===== src/rtl/utf8sd_pkg.sv =====
// Package with the types, constants and decode functions of the UTF-8 stream decoder.
package utf8sd_pkg;

  localparam int unsigned ByteW = 8;
  localparam int unsigned CpW   = 21;
  localparam int unsigned BufN  = 4;
  localparam int unsigned CntW  = 3;

  localparam logic [CpW-1:0] Replacement = 21'h00FFFD;
  localparam logic [CpW-1:0] CpMax       = 21'h10FFFF;
  localparam logic [CpW-1:0] MinCp2      = 21'h000080;
  localparam logic [CpW-1:0] MinCp3      = 21'h000800;
  localparam logic [CpW-1:0] MinCp4      = 21'h010000;

  localparam logic [CntW-1:0] Len2 = 3'd2;
  localparam logic [CntW-1:0] Len3 = 3'd3;
  localparam logic [CntW-1:0] Len4 = 3'd4;

  typedef logic [BufN-1:0][ByteW-1:0] buf_t;

  typedef struct packed {
    logic            emit;
    logic [CpW-1:0]  cp;
    logic            err;
    logic [CntW-1:0] consume;
  } step_t;

  // One pass of the decode loop on the bytes at the head of the buffer.
  function automatic step_t step_fn(input buf_t b, input logic [CntW-1:0] n,
                                    input logic eos);
    step_t           s;
    logic [CntW-1:0] len;
    logic [CntW-1:0] lim;
    logic            bad;
    logic            range_bad;
    logic [CpW-1:0]  cp;
    int              i;
    s = '0;
    len = '0;
    if (b[0][7:5] == 3'b110) begin
      len = Len2;
    end else if (b[0][7:4] == 4'b1110) begin
      len = Len3;
    end else if (b[0][7:3] == 5'b11110) begin
      len = Len4;
    end
    lim = (n < len) ? n : len;
    bad = 1'b0;
    for (i = 1; i < BufN; i++) begin
      if ((CntW'(i) < lim) && (b[i][7:6] != 2'b10)) begin
        bad = 1'b1;
      end
    end
    case (len)
      Len2: cp = {10'd0, b[0][4:0], b[1][5:0]};
      Len3: cp = {5'd0, b[0][3:0], b[1][5:0], b[2][5:0]};
      Len4: cp = {b[0][2:0], b[1][5:0], b[2][5:0], b[3][5:0]};
      default: cp = '0;
    endcase
    case (len)
      Len2: range_bad = (cp < MinCp2);
      Len3: range_bad = (cp < MinCp3);
      Len4: range_bad = (cp < MinCp4) || (cp > CpMax);
      default: range_bad = 1'b1;
    endcase
    if (n != '0) begin
      if (!b[0][7]) begin
        s.emit = 1'b1;
        s.cp = {13'd0, b[0]};
        s.consume = 3'd1;
      end else if ((len == '0) || bad || range_bad && (n >= len)) begin
        s.emit = 1'b1;
        s.cp = Replacement;
        s.err = 1'b1;
        s.consume = 3'd1;
      end else if (n < len) begin
        if (eos) begin
          s.emit = 1'b1;
          s.cp = Replacement;
          s.err = 1'b1;
          s.consume = 3'd1;
        end
      end else begin
        s.emit = 1'b1;
        s.cp = cp;
        s.consume = len;
      end
    end
    return s;
  endfunction

  // Drops the consumed bytes from the head of the buffer.
  function automatic buf_t shift_fn(input buf_t b, input logic [CntW-1:0] c);
    buf_t            r;
    logic [CntW-1:0] idx;
    int              j;
    r = '0;
    for (j = 0; j < BufN; j++) begin
      idx = CntW'(j) + c;
      if (idx < CntW'(BufN)) begin
        r[j] = b[idx[1:0]];
      end
    end
    return r;
  endfunction

endpackage


===== src/rtl/utf8sd_if.sv =====
// Valid/ready channel interfaces for the byte input and the code point output.
interface utf8sd_byte_if import utf8sd_pkg::*; ();
  logic             valid;
  logic             ready;
  logic [ByteW-1:0] in_byte;
  logic             end_of_stream;

  modport source (output valid, output in_byte, output end_of_stream, input ready);
  modport sink (input valid, input in_byte, input end_of_stream, output ready);
endinterface

interface utf8sd_cp_if import utf8sd_pkg::*; ();
  logic           valid;
  logic           ready;
  logic [CpW-1:0] code_point;
  logic           is_error;
  logic           last_of_run;

  modport source (output valid, output code_point, output is_error, output last_of_run,
                  input ready);
  modport sink (input valid, input code_point, input is_error, input last_of_run,
                output ready);
endinterface


===== src/rtl/utf8_stream_decoder.sv =====
// UTF-8 stream decoder: one code point per beat, U+FFFD for malformed input.
// Bytes are taken into a byte buffer; each result is registered at the output.
// Throughput: one byte and one result per cycle while output is ready; after an error
// buffered bytes replay at one result per cycle and input waits while they drain.
// Reset: rst_ni clears the byte buffer, its count, the end flag and the output valid.
module utf8_stream_decoder import utf8sd_pkg::*; (
  input  logic         clk_i,
  input  logic         rst_ni,
  utf8sd_byte_if.sink  bytes_i,
  utf8sd_cp_if.source  cps_o
);

  buf_t            buf_q, buf_d;
  logic [CntW-1:0] cnt_q, cnt_d;
  logic            eos_q, eos_d;
  logic            out_valid_q, out_valid_d;
  logic [CpW-1:0]  out_cp_q;
  logic            out_err_q;
  logic            out_last_q;

  step_t           cur;
  step_t           nxt;
  buf_t            rest_buf;
  logic [CntW-1:0] rest_cnt;
  buf_t            base_buf;
  logic [CntW-1:0] base_cnt;
  logic            busy;
  logic            last;
  logic            fire;
  logic            accept;

  assign cur      = step_fn(buf_q, cnt_q, eos_q);
  assign rest_buf = shift_fn(buf_q, cur.consume);
  assign rest_cnt = cnt_q - cur.consume;
  assign nxt      = step_fn(rest_buf, rest_cnt, eos_q);
  assign busy     = cur.emit;
  assign last     = !nxt.emit;
  assign fire     = busy && (!out_valid_q || cps_o.ready);

  assign bytes_i.ready = !busy || (fire && last);
  assign accept        = bytes_i.valid && bytes_i.ready;

  always_comb begin
    base_buf = fire ? rest_buf : buf_q;
    base_cnt = fire ? rest_cnt : cnt_q;
    buf_d = base_buf;
    cnt_d = base_cnt;
    eos_d = eos_q;
    if (accept) begin
      buf_d[base_cnt[1:0]] = bytes_i.in_byte;
      cnt_d = base_cnt + 3'd1;
      eos_d = bytes_i.end_of_stream;
    end
    out_valid_d = fire || (out_valid_q && !cps_o.ready);
  end

  always_ff @(posedge clk_i or negedge rst_ni) begin
    if (!rst_ni) begin
      buf_q       <= '0;
      cnt_q       <= '0;
      eos_q       <= 1'b0;
      out_valid_q <= 1'b0;
    end else begin
      buf_q       <= buf_d;
      cnt_q       <= cnt_d;
      eos_q       <= eos_d;
      out_valid_q <= out_valid_d;
    end
  end

  always_ff @(posedge clk_i) begin
    if (fire) begin
      out_cp_q   <= cur.cp;
      out_err_q  <= cur.err;
      out_last_q <= last;
    end
  end

  assign cps_o.valid       = out_valid_q;
  assign cps_o.code_point  = out_cp_q;
  assign cps_o.is_error    = out_err_q;
  assign cps_o.last_of_run = out_last_q;

  // An idle buffer holds only the open prefix of one sequence.
  assert property (@(posedge clk_i) disable iff (!rst_ni) !busy |-> cnt_q <= 3'd3)
    else $error("idle buffer holds more than three bytes");

  // After the end of the stream the buffer always drains completely.
  assert property (@(posedge clk_i) disable iff (!rst_ni) (!busy && eos_q) |-> cnt_q == '0)
    else $error("bytes left pending after end of stream");

  // A result not marked last is always followed by another result.
  assert property (@(posedge clk_i) disable iff (!rst_ni) (fire && !last) |=> busy)
    else $error("run ended without a last result");

endmodule


===== src/flat_wrapper.sv =====
// flat-port wrapper written by rule: the top's interface ports become plain ports
module utf8_stream_decoder_flat import utf8sd_pkg::*;
  (clk_i, rst_ni, bytes_i_valid, bytes_i_in_byte, bytes_i_end_of_stream, bytes_i_ready, cps_o_valid, cps_o_code_point, cps_o_is_error, cps_o_last_of_run, cps_o_ready);
  utf8sd_byte_if bytes_i_i ();
  utf8sd_cp_if cps_o_i ();
  input  logic clk_i;
  input  logic rst_ni;
  input wire logic [$bits(bytes_i_i.valid)-1:0] bytes_i_valid;
  input wire logic [$bits(bytes_i_i.in_byte)-1:0] bytes_i_in_byte;
  input wire logic [$bits(bytes_i_i.end_of_stream)-1:0] bytes_i_end_of_stream;
  output wire logic [$bits(bytes_i_i.ready)-1:0] bytes_i_ready;
  output wire logic [$bits(cps_o_i.valid)-1:0] cps_o_valid;
  output wire logic [$bits(cps_o_i.code_point)-1:0] cps_o_code_point;
  output wire logic [$bits(cps_o_i.is_error)-1:0] cps_o_is_error;
  output wire logic [$bits(cps_o_i.last_of_run)-1:0] cps_o_last_of_run;
  input wire logic [$bits(cps_o_i.ready)-1:0] cps_o_ready;
  assign bytes_i_i.valid = bytes_i_valid;
  assign bytes_i_i.in_byte = bytes_i_in_byte;
  assign bytes_i_i.end_of_stream = bytes_i_end_of_stream;
  assign bytes_i_ready = bytes_i_i.ready;
  assign cps_o_valid = cps_o_i.valid;
  assign cps_o_code_point = cps_o_i.code_point;
  assign cps_o_is_error = cps_o_i.is_error;
  assign cps_o_last_of_run = cps_o_i.last_of_run;
  assign cps_o_i.ready = cps_o_ready;
  utf8_stream_decoder u_core (.clk_i(clk_i), .rst_ni(rst_ni), .bytes_i(bytes_i_i), .cps_o(cps_o_i));
endmodule

===== config.mk =====
export PLATFORM = sky130hd
export DESIGN_NAME = utf8_stream_decoder_flat
export DESIGN_NICKNAME = d
export VERILOG_FILES = /design/src/rtl/utf8sd_pkg.sv /design/src/rtl/utf8sd_if.sv /design/src/rtl/utf8_stream_decoder.sv /design/src/flat_wrapper.sv
export SDC_FILE = /design/constraint.sdc
export NUM_CORES = 1
export LEC_CHECK = 0
export BUFFER_PORTS_ARGS = -buffer_cell sky130_fd_sc_hd__buf_2
export CORE_MARGIN = 3
export CORE_UTILIZATION = 25
export CTS_CLUSTER_SIZE = 28
export DETAILED_ROUTE_END_ITERATION = 12
export GPL_TIMING_DRIVEN = 1
export HOLD_SLACK_MARGIN = 0.03
export PLACE_DENSITY = 0.47
export SYNTH_ARGS = -nofsm -noshare
export SYNTH_HDL_FRONTEND = slang
export SYNTH_SLANG_ARGS = --single-unit

===== constraint.sdc =====
create_clock -name clk_i -period 8.1 [get_ports clk_i]
set_input_delay 1.215 -clock clk_i [delete_from_list [all_inputs] [get_ports clk_i]]
set_output_delay 1.215 -clock clk_i [all_outputs]
set_load 0.1 [all_outputs]

==> impl_metrics.py <==
metrics = {
    "floorplanning": {
        "die_w_um": 145,
        "die_h_um": 145,
        "core_um2": 18900,
        "rows": 50,
        "dieArea_um2": 21100,
        "io_pins": 38,
        "start_util_pct": 25.7,
    },
    "route": {
        "routed_via_density": 5.37,
        "drtAntennaViolNets": 0,
        "wire_per_inst_um": 20.1,
        "route.vias.total": 4210,
        "drt_first_pass_iters": 7,
        "wl_um": 15800,
        "route.detailed.drc": 0,
        "drtIter0Drc": 559,
    },
    "critical_path": {
        "crit_type": "register to output pin",
        "cp-start-kind": "register",
        "arrival_ns": 6.49,
        "rr_worst_depth": 23,
        "cp_max_fo": 28,
        "required_ns": 6.88,
        "setup.worst_path.end_class": "output pin",
    },
    "place": {
        "place_congestion": 0.931,
        "port_buffers": 37,
        "hpwlAfterDp_um": 11200,
    },
    "synthesis": {
        "synth_area_um2": 4850,
        "synth_area_leaders": "dfrtp_1 19%, edfxtp_1 14%, mux2_4 7.4%",
        "ys.warnings.count": 0,
        "async_reset_ff_share_pct": 61.7,
        "netlist.top_cell.by_area": "dfrtp_1",
        "synth_fp_nets": 522,
        "synth_top_area_share_pct": 19.1,
        "syn_inst": 493,
        "synth.avg_cell_area_um2": 9.84,
        "ys_types": 78,
        "synth-seq-area-share_pct": 33.3,
        "synth_seq_cells": 60,
        "synth_edf_count": 23,
        "synthFlopType": "dfrtp_1",
    },
    "timing": {
        "layout_min_cycle_time_ns": 7.70,
        "finalSetupTns_ns": 0,
        "final-hold-violation-count": 0,
        "setup_viol": 0,
        "fin_crit_sh_pct": 95.1,
        "fmax_ghz": 0.130,
        "tightest_slew_ns": 0.987,
        "rsz0062_at_grt": "false",
        "finalClockSkew_ns": 0.0100,
        "slew_headroom_pct": 32.5,
        "maxSlewViolCount": 0,
    },
    "hold_path": {
        "hp-class": "register to register",
        "min_path_cells": 2,
    },
    "cts": {
        "clockBufferDepth": 2,
        "clk_root_buffer_cell": "clkbuf_16",
        "clock_latency_ns": 0.35,
        "clkSinkCount": 60,
        "cts_buffers": 9,
        "htreeDepth": 3,
        "cts_tree": "yes",
        "post_cts_buffers": 0,
        "clk_pin_slew_worst_paths_ns": 0.06,
    },
    "cells_and_area": {
        "diodes": 0,
        "multi_input_area_um2": 3000,
        "drive_gt1_share_pct": 22.5,
        "fillers": 1978,
        "final_cell_mix": "54 x nand2_1, 36 x buf_2, 36 x dfrtp_1",
        "layout_commonest_cell": "nand2_1",
        "nets": 548,
        "syn2layout_area_growth_pct": 14.7,
        "seq_area_um2": 1620,
    },
    "grt": {
        "grt_pass1_wl_um": 24800,
        "grt_max_degree": 47,
        "grt_pass1_vias": 4211,
        "gr-total-overflow": 0,
        "grt_use_total_pct": 14.9,
        "antenna_found_initial": 0,
    },
    "run": {
        "max_cap_viol_count": 0,
    },
    "status": {
        "status": "finished clean",
    },
}
## cells in the mapped netlist (all sizes together) (3+ instances only)
cell	n
a2111oi	3
a211o	3
a211oi	9
a21o	3
a21oi	19
a222oi	7
a22o	8
a22oi	17
a31oi	4
and3	7
buf	10
clkbuf	22
dfrtp	37
edfxtp	23
ha	15
inv	23
mux2	25
mux2i	35
mux4	3
nand2	57
nand2b	7
nand3	13
nand3b	3
nor2	24
nor3	9
o2111ai	3
o211ai	12
o21ai	33
o221ai	5
o22ai	6
o31ai	5
o41ai	3
or3	8
xnor2	5
## sequential cells by signal, indices dropped and copies added, names as in the netlist
name / count
u_core.cps_o.valid: 1
u_core.buf_q: 32
u_core.cps_o.code_point: 21
u_core.cps_o.last_of_run: 1
u_core.cps_o.is_error: 1
u_core.eos_q: 1
u_core.cnt_q: 3
## through the flow
step | hold slack [ns] | worst slack, ns | std cells | utilization, % | instance area (um^2)
6_report | 0.613 | 0.397 | 784 | 29.5 | 5570
5_1_grt | 0.650 | 0.0154 | 784 | 29.5 | 5570
4_1_cts | 0.618 | 0.155 | 784 | 29.4 | 5560
3_5_place_dp | 0.606 | 0.557 | 768 | 28.0 | 5300
3_3_place_gp | 0.594 | 0.757 | 768 | 28.0 | 5300
2_1_floorplan | 0.528 | 0.852 | 493 | - | 4850
## critical path, cell delays in order, from the launching register on
cell and delay, ns:
dfrtp_2 0.56, nand2_1 0.21, or3_1 0.45, ha_1 0.39, a21oi_2 0.29, nand2_2 0.15, a311o_4 0.47, a211o_4 0.40
nand2_8 0.21, inv_4 0.16, ha_1 0.21, inv_1 0.06, fa_1 0.47, ha_1 0.33, nor2b_1 0.14, o21ai_0 0.16
nand2_1 0.08, a211oi_1 0.22, nand4_1 0.15, a211oi_2 0.33, a21oi_4 0.08, buf_4 0.21, inv_1 0.07, clkbuf_4 0.32
## routing by layer
layer / global-route usage (%) / part of all wire, %
met1: 20.2 / 45
met2: 23.4 / 46
met3: 3.97 / 7.2
met4: 4.27 / 1.5
met5: 0 / 0
## repair_timing
action	in CTS	in global routing
endpoints found under the setup margin	0	1
resized for setup	0	2
hold buffers	0	0
## cell type report
class	instances	area share [%]
Tap cell	260	5.84
Sequential cell	60	29.1
Multi-Input combinational cell	378	54.0
Clock inverter	7	0.764
Timing Repair Buffer	47	4.72
Inverter	23	1.60
Clock buffer	9	4.05
## path summary, 6_finish.rpt
check | to | slack [ns] | start
setup / recovery | bytes_i_ready | 0.40 | u_core.buf_q[5]$_DFF_PN0_
min in group asynchronous | u_core.cps_o.valid$_DFF_PN0_ | 1.00 | rst_ni
hold / removal | u_core.cps_o.valid$_DFF_PN0_ | 0.61 | u_core.cps_o.valid$_DFF_PN0_
hold reg to reg | u_core.cps_o.valid$_DFF_PN0_ | 0.61 | u_core.cps_o.valid$_DFF_PN0_
setup reg to reg | u_core.buf_q[26]$_DFF_PN0_ | 1.59 | u_core.buf_q[5]$_DFF_PN0_
max in group asynchronous | u_core.buf_q[5]$_DFF_PN0_ | 6.46 | rst_ni
## kinds of logic (layout without fill, tap and decap cells)
| family | after synthesis | in the layout | share of synthesized area (%) |
|---|---|---|---|
| fa+ha+maj | 16 | 16 | 4.28 |
| flops | 60 | 60 | 33.3 |
| mux | 63 | 63 | 16.3 |
| compound gates | 152 | 152 | 23.6 |
| buf+inv | 55 | 86 | 4.77 |
| xor+xnor | 5 | 5 | 0.902 |
| simple gates | 142 | 142 | 16.8 |
Power is not shown: default switching activity piles up to over one toggle a cycle in this logic, so the estimate is an artifact.
